### src/hdl/ihr_pkg.sv
// ihr_pkg: types, codes and helper functions for the input event to HID report block.
// Used by ihr_event_proc and input_event_to_hid_report.
`default_nettype none

package ihr_pkg;

	localparam int unsigned BTN_W  = 5;
	localparam int unsigned TYPE_W = 3;

	typedef enum logic [TYPE_W-1:0] {
		EV_KEY    = 3'd0,
		EV_MOVE   = 3'd1,
		EV_BUTTON = 3'd2,
		EV_WHEEL  = 3'd3
	} ev_type_t;

	typedef enum logic [1:0] {
		ST_OK        = 2'd0,
		ST_NOT_READY = 2'd1,
		ST_NOT_SUPP  = 2'd2,
		ST_INVALID   = 2'd3
	} status_t;

	localparam logic [1:0] RID_NONE  = 2'd0;
	localparam logic [1:0] RID_KBD   = 2'd1;
	localparam logic [1:0] RID_MOUSE = 2'd2;

	localparam logic signed [31:0] MAX_DELTA = 32'sd127;

	typedef struct packed {
		logic [TYPE_W-1:0]  req_type;
		logic signed [31:0] value_a;
		logic signed [31:0] value_b;
	} req_t;

	typedef struct packed {
		logic [1:0]        status;
		logic              report_sent;
		logic [1:0]        report_id;
		logic [7:0]        modifiers;
		logic [7:0]        key_usage;
		logic [BTN_W-1:0]  buttons;
		logic signed [7:0] delta_x;
		logic signed [7:0] delta_y;
		logic signed [7:0] wheel_vertical;
		logic signed [7:0] wheel_horizontal;
	} rsp_t;

	typedef struct packed {
		logic             we;
		logic [BTN_W-1:0] value;
	} btn_upd_t;

	function automatic logic [7:0] sat8(input logic signed [31:0] v);
		logic [7:0] r;
		if (v > MAX_DELTA) begin
			r = MAX_DELTA[7:0];
		end else if (v < -MAX_DELTA) begin
			r = 8'h81;
		end else begin
			r = v[7:0];
		end
		return r;
	endfunction

	function automatic logic [BTN_W-1:0] button_bit(input logic signed [31:0] n);
		logic [BTN_W-1:0] m;
		unique case (n)
			32'sd1:  m = 5'h01;
			32'sd2:  m = 5'h04;
			32'sd3:  m = 5'h02;
			32'sd4:  m = 5'h08;
			32'sd5:  m = 5'h10;
			default: m = '0;
		endcase
		return m;
	endfunction

endpackage

`default_nettype wire

### src/hdl/ihr_kbd_map.sv
// ihr_kbd_map: maps a virtual-key code to a modifier bit and a key usage.
// Uses no package.
`default_nettype none

module ihr_kbd_map (
	input  wire logic signed [31:0] key,
	output logic [7:0]              mod_bit,
	output logic [7:0]              usage
);

	logic       hi_zero;
	logic [7:0] k;

	assign hi_zero = (key[31:8] == 24'd0);
	assign k       = key[7:0];

	always_comb begin
		mod_bit = '0;
		if (hi_zero) begin
			unique case (k)
				8'h10, 8'hA0: mod_bit = 8'h02;
				8'hA1:        mod_bit = 8'h20;
				8'h11, 8'hA2: mod_bit = 8'h01;
				8'hA3:        mod_bit = 8'h10;
				8'h12, 8'hA4: mod_bit = 8'h04;
				8'hA5:        mod_bit = 8'h40;
				8'h5B:        mod_bit = 8'h08;
				8'h5C:        mod_bit = 8'h80;
				default:      mod_bit = '0;
			endcase
		end
	end

	always_comb begin
		usage = '0;
		if (hi_zero) begin
			priority if (k >= 8'h41 && k <= 8'h5A) begin
				usage = k - 8'h3D;
			end else if (k >= 8'h31 && k <= 8'h39) begin
				usage = k - 8'h13;
			end else begin
				unique case (k)
					8'h30:   usage = 8'h27;
					8'h0D:   usage = 8'h28;
					8'h1B:   usage = 8'h29;
					8'h08:   usage = 8'h2A;
					8'h09:   usage = 8'h2B;
					8'h20:   usage = 8'h2C;
					default: usage = '0;
				endcase
			end
		end
	end

endmodule

`default_nettype wire

### src/hdl/ihr_event_proc.sv
// ihr_event_proc: builds the result of one request from the registered request,
// the attach flag and the held buttons. Depends on ihr_pkg and ihr_kbd_map.
`default_nettype none

module ihr_event_proc (
	input  wire ihr_pkg::req_t               req,
	input  wire logic                        attached,
	input  wire logic [ihr_pkg::BTN_W-1:0]   held,
	output ihr_pkg::rsp_t                    rsp,
	output ihr_pkg::btn_upd_t                upd
);

	logic [7:0]                mod_bit;
	logic [7:0]                usage;
	logic                      down;
	logic [ihr_pkg::BTN_W-1:0] m;
	logic [ihr_pkg::BTN_W-1:0] held_new;

	ihr_kbd_map u_kbd_map (
		.key     (req.value_a),
		.mod_bit (mod_bit),
		.usage   (usage)
	);

	assign down     = (req.value_b != 32'sd0);
	assign m        = ihr_pkg::button_bit(req.value_a);
	assign held_new = down ? (held | m) : (held & ~m);

	always_comb begin
		rsp       = '0;
		upd       = '0;
		upd.value = held_new;
		if (!attached) begin
			rsp.status = ihr_pkg::ST_NOT_READY;
		end else begin
			unique case (req.req_type)
				ihr_pkg::EV_KEY: begin
					if (mod_bit == 8'd0 && usage == 8'd0) begin
						rsp.status = ihr_pkg::ST_NOT_SUPP;
					end else begin
						rsp.report_sent = 1'b1;
						rsp.report_id   = ihr_pkg::RID_KBD;
						if (mod_bit != 8'd0) begin
							rsp.modifiers = down ? mod_bit : 8'd0;
						end else if (down) begin
							rsp.key_usage = usage;
						end
					end
				end
				ihr_pkg::EV_MOVE: begin
					rsp.report_sent = 1'b1;
					rsp.report_id   = ihr_pkg::RID_MOUSE;
					rsp.buttons     = held;
					rsp.delta_x     = ihr_pkg::sat8(req.value_a);
					rsp.delta_y     = ihr_pkg::sat8(req.value_b);
				end
				ihr_pkg::EV_WHEEL: begin
					rsp.report_sent      = 1'b1;
					rsp.report_id        = ihr_pkg::RID_MOUSE;
					rsp.buttons          = held;
					rsp.wheel_vertical   = ihr_pkg::sat8(req.value_b);
					rsp.wheel_horizontal = ihr_pkg::sat8(req.value_a);
				end
				ihr_pkg::EV_BUTTON: begin
					if (m == '0) begin
						rsp.status = ihr_pkg::ST_NOT_SUPP;
					end else begin
						upd.we          = 1'b1;
						rsp.report_sent = 1'b1;
						rsp.report_id   = ihr_pkg::RID_MOUSE;
						rsp.buttons     = held_new;
					end
				end
				default: begin
					rsp.status = ihr_pkg::ST_INVALID;
				end
			endcase
		end
	end

endmodule

`default_nettype wire

### src/hdl/input_event_to_hid_report.sv
// input_event_to_hid_report: top level, request register, result register,
// attach flag and held button state. Depends on ihr_pkg and ihr_event_proc.
//
//   channel  direction  handshake             payload
//   req      in         req_valid/req_stall   ihr_pkg::req_t
//   rsp      out        rsp_valid/rsp_stall   ihr_pkg::rsp_t
//   cfg      in         cfg_we                cfg_wdata (device_attached)
//
// Result path: request register, decode, result register; one request per cycle
// sustained while rsp_stall is low; the decode between them is combinational.
// Reset clears the attach flag, the held buttons and both valid flags.
// A stalled result holds; the request register keeps taking requests while it has room.
`default_nettype none

module input_event_to_hid_report (
	input  wire logic          clk,
	input  wire logic          arst_n,
	input  wire logic          req_valid,
	output logic               req_stall,
	input  wire ihr_pkg::req_t req,
	output logic               rsp_valid,
	input  wire logic          rsp_stall,
	output ihr_pkg::rsp_t      rsp,
	input  wire logic          cfg_we,
	input  wire logic          cfg_wdata
);

	logic                      valid_s1;
	ihr_pkg::req_t             req_s1;
	logic                      valid_s2;
	ihr_pkg::rsp_t             rsp_s2;
	logic                      attached_q;
	logic [ihr_pkg::BTN_W-1:0] held_q;
	logic                      adv_s1;
	logic                      adv_s2;
	ihr_pkg::rsp_t             rsp_next;
	ihr_pkg::btn_upd_t         upd;

	assign adv_s2    = !valid_s2 || !rsp_stall;
	assign adv_s1    = !valid_s1 || adv_s2;
	assign req_stall = !adv_s1;
	assign rsp_valid = valid_s2;
	assign rsp       = rsp_s2;

	ihr_event_proc u_event_proc (
		.req      (req_s1),
		.attached (attached_q),
		.held     (held_q),
		.rsp      (rsp_next),
		.upd      (upd)
	);

	always_ff @(posedge clk or negedge arst_n) begin
		if (!arst_n) begin
			valid_s1 <= 1'b0;
		end else if (adv_s1) begin
			valid_s1 <= req_valid;
		end
	end

	always_ff @(posedge clk) begin
		if (adv_s1 && req_valid) begin
			req_s1 <= req;
		end
	end

	always_ff @(posedge clk or negedge arst_n) begin
		if (!arst_n) begin
			valid_s2 <= 1'b0;
		end else if (adv_s2) begin
			valid_s2 <= valid_s1;
		end
	end

	always_ff @(posedge clk) begin
		if (adv_s2 && valid_s1) begin
			rsp_s2 <= rsp_next;
		end
	end

	always_ff @(posedge clk or negedge arst_n) begin
		if (!arst_n) begin
			attached_q <= 1'b0;
			held_q     <= '0;
		end else if (cfg_we) begin
			attached_q <= cfg_wdata;
			if (!cfg_wdata) begin
				held_q <= '0;
			end
		end else if (adv_s2 && valid_s1 && upd.we) begin
			held_q <= upd.value;
		end
	end

`ifndef SYNTH
	a_idle_report: assert property (@(posedge clk) disable iff (!arst_n)
		rsp_valid && !rsp.report_sent |-> rsp.report_id == ihr_pkg::RID_NONE)
		else $error("result without report carries a report id");

	a_sent_ok: assert property (@(posedge clk) disable iff (!arst_n)
		rsp_valid && rsp.report_sent |-> rsp.status == ihr_pkg::ST_OK)
		else $error("report sent with error status");

	a_detach_clears: assert property (@(posedge clk) disable iff (!arst_n)
		cfg_we && !cfg_wdata |=> held_q == '0)
		else $error("detach did not clear held buttons");

	a_not_ready: assert property (@(posedge clk) disable iff (!arst_n)
		valid_s1 && adv_s2 && !attached_q && !cfg_we |=>
		rsp_valid && rsp.status == ihr_pkg::ST_NOT_READY)
		else $error("detached device gave wrong status");
`endif

endmodule

`default_nettype wire

### config.mk
export PLATFORM = sky130hd
export DESIGN_NAME = input_event_to_hid_report
export DESIGN_NICKNAME = d
export VERILOG_FILES = /design/src/hdl/ihr_pkg.sv /design/src/hdl/ihr_kbd_map.sv /design/src/hdl/ihr_event_proc.sv /design/src/hdl/input_event_to_hid_report.sv
export SDC_FILE = /design/constraint.sdc
export NUM_CORES = 1
export LEC_CHECK = 0
export ABC_CLOCK_PERIOD_IN_PS = 3800
export BUFFER_PORTS_ARGS = -buffer_cell sky130_fd_sc_hd__buf_2
export CORE_MARGIN = 4
export CORE_UTILIZATION = 54
export DETAILED_ROUTE_END_ITERATION = 7
export GPL_TIMING_DRIVEN = 0
export MAX_ROUTING_LAYER = met4
export PLACE_DENSITY = 0.82
export SLEW_MARGIN = 20
export SYNTH_ARGS = -nofsm -noshare
export SYNTH_HDL_FRONTEND = slang
export SYNTH_HIERARCHICAL = 1
export SYNTH_SLANG_ARGS = --single-unit
### constraint.sdc
create_clock -name clk -period 3.8 [get_ports clk]
set_input_delay 0.38 -clock clk [delete_from_list [all_inputs] [get_ports clk]]
set_output_delay 0.38 -clock clk [all_outputs]
set_load 0.05 [all_outputs]
==> flow_summary.toml <==
[drt]
wl_per_cell_um = 17.76
drt-total-wl_mm = 13.45
ant_nets = 0
drc = 0
met2_length_mm = 6.852
first_iter_violations = 345
route.top_layer_used = "met4"
wl_met3_mm = 1.136
vias_per_cell = 5.797
vias = 4388
met1Wirelength_mm = 5.252
first_pass_iters = 5

[power_and_ir_drop]
irDropWorstVdd_uv = 311.0
leakagePower_nw = 2.982
finalPower_mw = 3.752
p_per_area_mw_per_mm2 = 503.3

[placement]
port_buffers = 132
hpwl_mm = 9.715
pre_cts_ws_ns = 0.1305
place.gp.congestion = 0.8993
placed_area_mm2 = 0.006847

[floorplanning]
fp.dieW_um = 113.3
io_pins = 133
dieArea_mm2 = 0.01283
core_region_area_mm2 = 0.01084
initial_core_util_pct = 55.19
rows = 38
die_h_um = 113.3

[global_route]
grt_overflow = 0
grt_pass1_vias = 4352
grt_first_pass_wirelength_mm = 21.79
grt_max_degree = 59
antenna_found_initial = 0
track_usage_pct = 22.38

[hold_path]
min_path_cells = 1
hold_path.startpoint = "req[26]"
hp-class = "input pin to flop"
min_to = "req_s1[26]$_DFFE_PP_"

[setup_path]
critPathRequiredTime_ns = 4.18
r2r_start = "req_s1[32]$_DFFE_PP_"
slowest_stage = "nor3_1"
slowest_delay_ns = 0.60
r2r_cells = 12
worst-path-max-fanout = 8
cp-start-kind = "flop"
path_class = "flop to flop"
crit_family = "simple AND/OR/NAND/NOR gates"
rr_endpoint = "rsp[39]$_DFFE_PP_"
crit_chain = "inv_1, ha_1, inv_1, nor3_1, a211o_1, a31oi_1, a2111oi_2, nor4_2, a41oi_1, and2_1, and4b_4, and2_1"
end_kind = "flop"
crit_arrival_ns = 4.00
r2r_slack_ns = 0.18
cp.buffers_inverters = 2

[cts]
cts.sinks = 133
h-tree-depth = 4
clk_pin_slew_worst_paths_ns = 0.06
cts-root-buf = "clkbuf_8"
cts_buffers = 17
clk_latency_ns = 0.52
cts_tree = "built"
cts_buffer_depth = 2

[synthesis]
ys_ff_latch = 133
syn_area_mm2 = 0.005983
synthTopCellsByArea = "edfxtp_1 63%, dfrtp_1 3.3%, nor4_1 2.3%, and2_1 2.0%, nand4_1 1.8%"
ys_async_sr_fraction_pct = 6.015
yosysWarningCount = 6
yosysUniqueCellTypes = 67
yosysTopAreaCell = "edfxtp_1"
yosys.area.top_type_share_pct = 62.74
synthCells = 448
syn_area_per_cell_um2 = 13.36
yosysMostFrequentCell = "edfxtp_1"
synth_common_cells = "125 x edfxtp_1, 25 x inv_1, 25 x nand2_1"
yosysSeqAreaShare_pct = 66.08
synthFlopType = "edfxtp_1"
synth_edf_count = 125

[sta]
whs_ns = 0.03749
tightest_slew_ns = 0.7265
setup_ws_ns = 0.1811
finalCriticalPeriod_ns = 3.619
slew_viol_final = 0
slew-limit-headroom_pct = 51.12
fmax_mhz = 276.3
period_share_pct = 95.23
hold_violations = 0
setup_viol = 0
skew_ns = 0.008800

[layout]
multi_input_area_mm2 = 0.001874
area_growth_pct = 24.59
register_area_mm2 = 0.003954
utilization_pct = 68.77
stdcell_area_mm2 = 0.007455
fin_nets = 682
fill_cells = 783
layout-drive-gt1-share_pct = 32.74
insertedDiodeCount = 0

[run_status]
status = "finished clean"

[job]
max_cap_viol_count = 0
[metal layers]
metal  GRT usage (%)  vias to the layer above
met5               -                        -
met1           27.79                     2095
met2           37.05                      219
met3           4.171                       20
li1                -                     2054
met4           7.853                        0
[layout by cell type, fill, tap and decap left out, types with 9 or more instances in the layout]
cell | synthesis | final
edfxtp_1 | 125 | 125
nand2_1 | 25 | 25
clkbuf_16 | 0 | 16
buf_2 | 4 | 136
clkbuf_1 | 8 | 9
nor4_1 | 22 | 20
a21o_1 | 13 | 13
nor3_1 | 15 | 15
o21ai_0 | 20 | 20
nor2_1 | 23 | 23
and2_1 | 19 | 18
inv_1 | 25 | 25
nand4_1 | 17 | 17
[metrics by stage]
stage,cells,TNS (ns)
after floorplan,449,0
after CTS,755,0
after global placement,721,0
after global routing,757,-0.1187
final,757,0
after detailed placement,722,0
[cell families (layout without fill, tap and decap cells)]
group / after synthesis / in the layout / synth area share [%]
DFF: 133 / 133 / 66.08
adders and majority gates: 5 / 5 / 1.046
AOI/OAI and AO/OA: 77 / 77 / 9.557
and+or+nand+nor: 176 / 176 / 17.84
xor gates and xnor gates: 5 / 5 / 0.7319
buffers and inverters: 41 / 209 / 2.928
other: 1 / 2 / 0.06268
muxes: 10 / 10 / 1.757
[what timing repair did]
| item | CTS | global route |
|---|---|---|
| buffers inserted | 0 | 2 |
| gates resized for setup | 0 | 2 |
| endpoints found under the setup margin | 0 | 7 |
| endpoints found under the hold margin | 8 | 0 |
| hold buffers | 1 | 0 |
[cell type report]
class / instances / area share, %
Clock inverter: 14 / 2.048
Multi-Input combinational cell: 275 / 25.14
Buffer: 16 / 1.091
Sequential cell: 133 / 53.04
Timing Repair Buffer: 136 / 9.466
Tap cell: 140 / 2.350
Inverter: 25 / 1.259
Clock buffer: 18 / 5.606
[how the worst max path moves through the flow]
stage                          from           endpoint  slack [ns]  cells past startpoint
2_1_floorplan  req_s1[33]$_DFFE_PP_  rsp[37]$_DFFE_PP_        0.69                     12
3_3_place_gp   req_s1[33]$_DFFE_PP_  rsp[40]$_DFFE_PP_        0.12                     12
3_5_place_dp   req_s1[33]$_DFFE_PP_  rsp[38]$_DFFE_PP_        0.13                     12
4_1_cts        req_s1[33]$_DFFE_PP_  rsp[38]$_DFFE_PP_        0.12                     12
5_1_grt        req_s1[32]$_DFFE_PP_  rsp[37]$_DFFE_PP_       -0.03                     12
6_report       req_s1[32]$_DFFE_PP_  rsp[39]$_DFFE_PP_        0.18                     12
[sequential cells by signal, indices dropped and copies added (netlist names)]
| name | cells |
|---|---|
| attached_q | 1 |
| rsp | 58 |
| held_q | 5 |
| rsp_valid | 1 |
| valid_s1 | 1 |
| req_s1 | 67 |
[report_power, final]
part / internal (mW) / total (mW) / switching [mW]
registers: 1.72 / 1.76 / 0.0495
clock network: 0.940 / 1.57 / 0.632
logic: 0.109 / 0.414 / 0.305
Note: power is estimated with default switching activity, not from simulation.
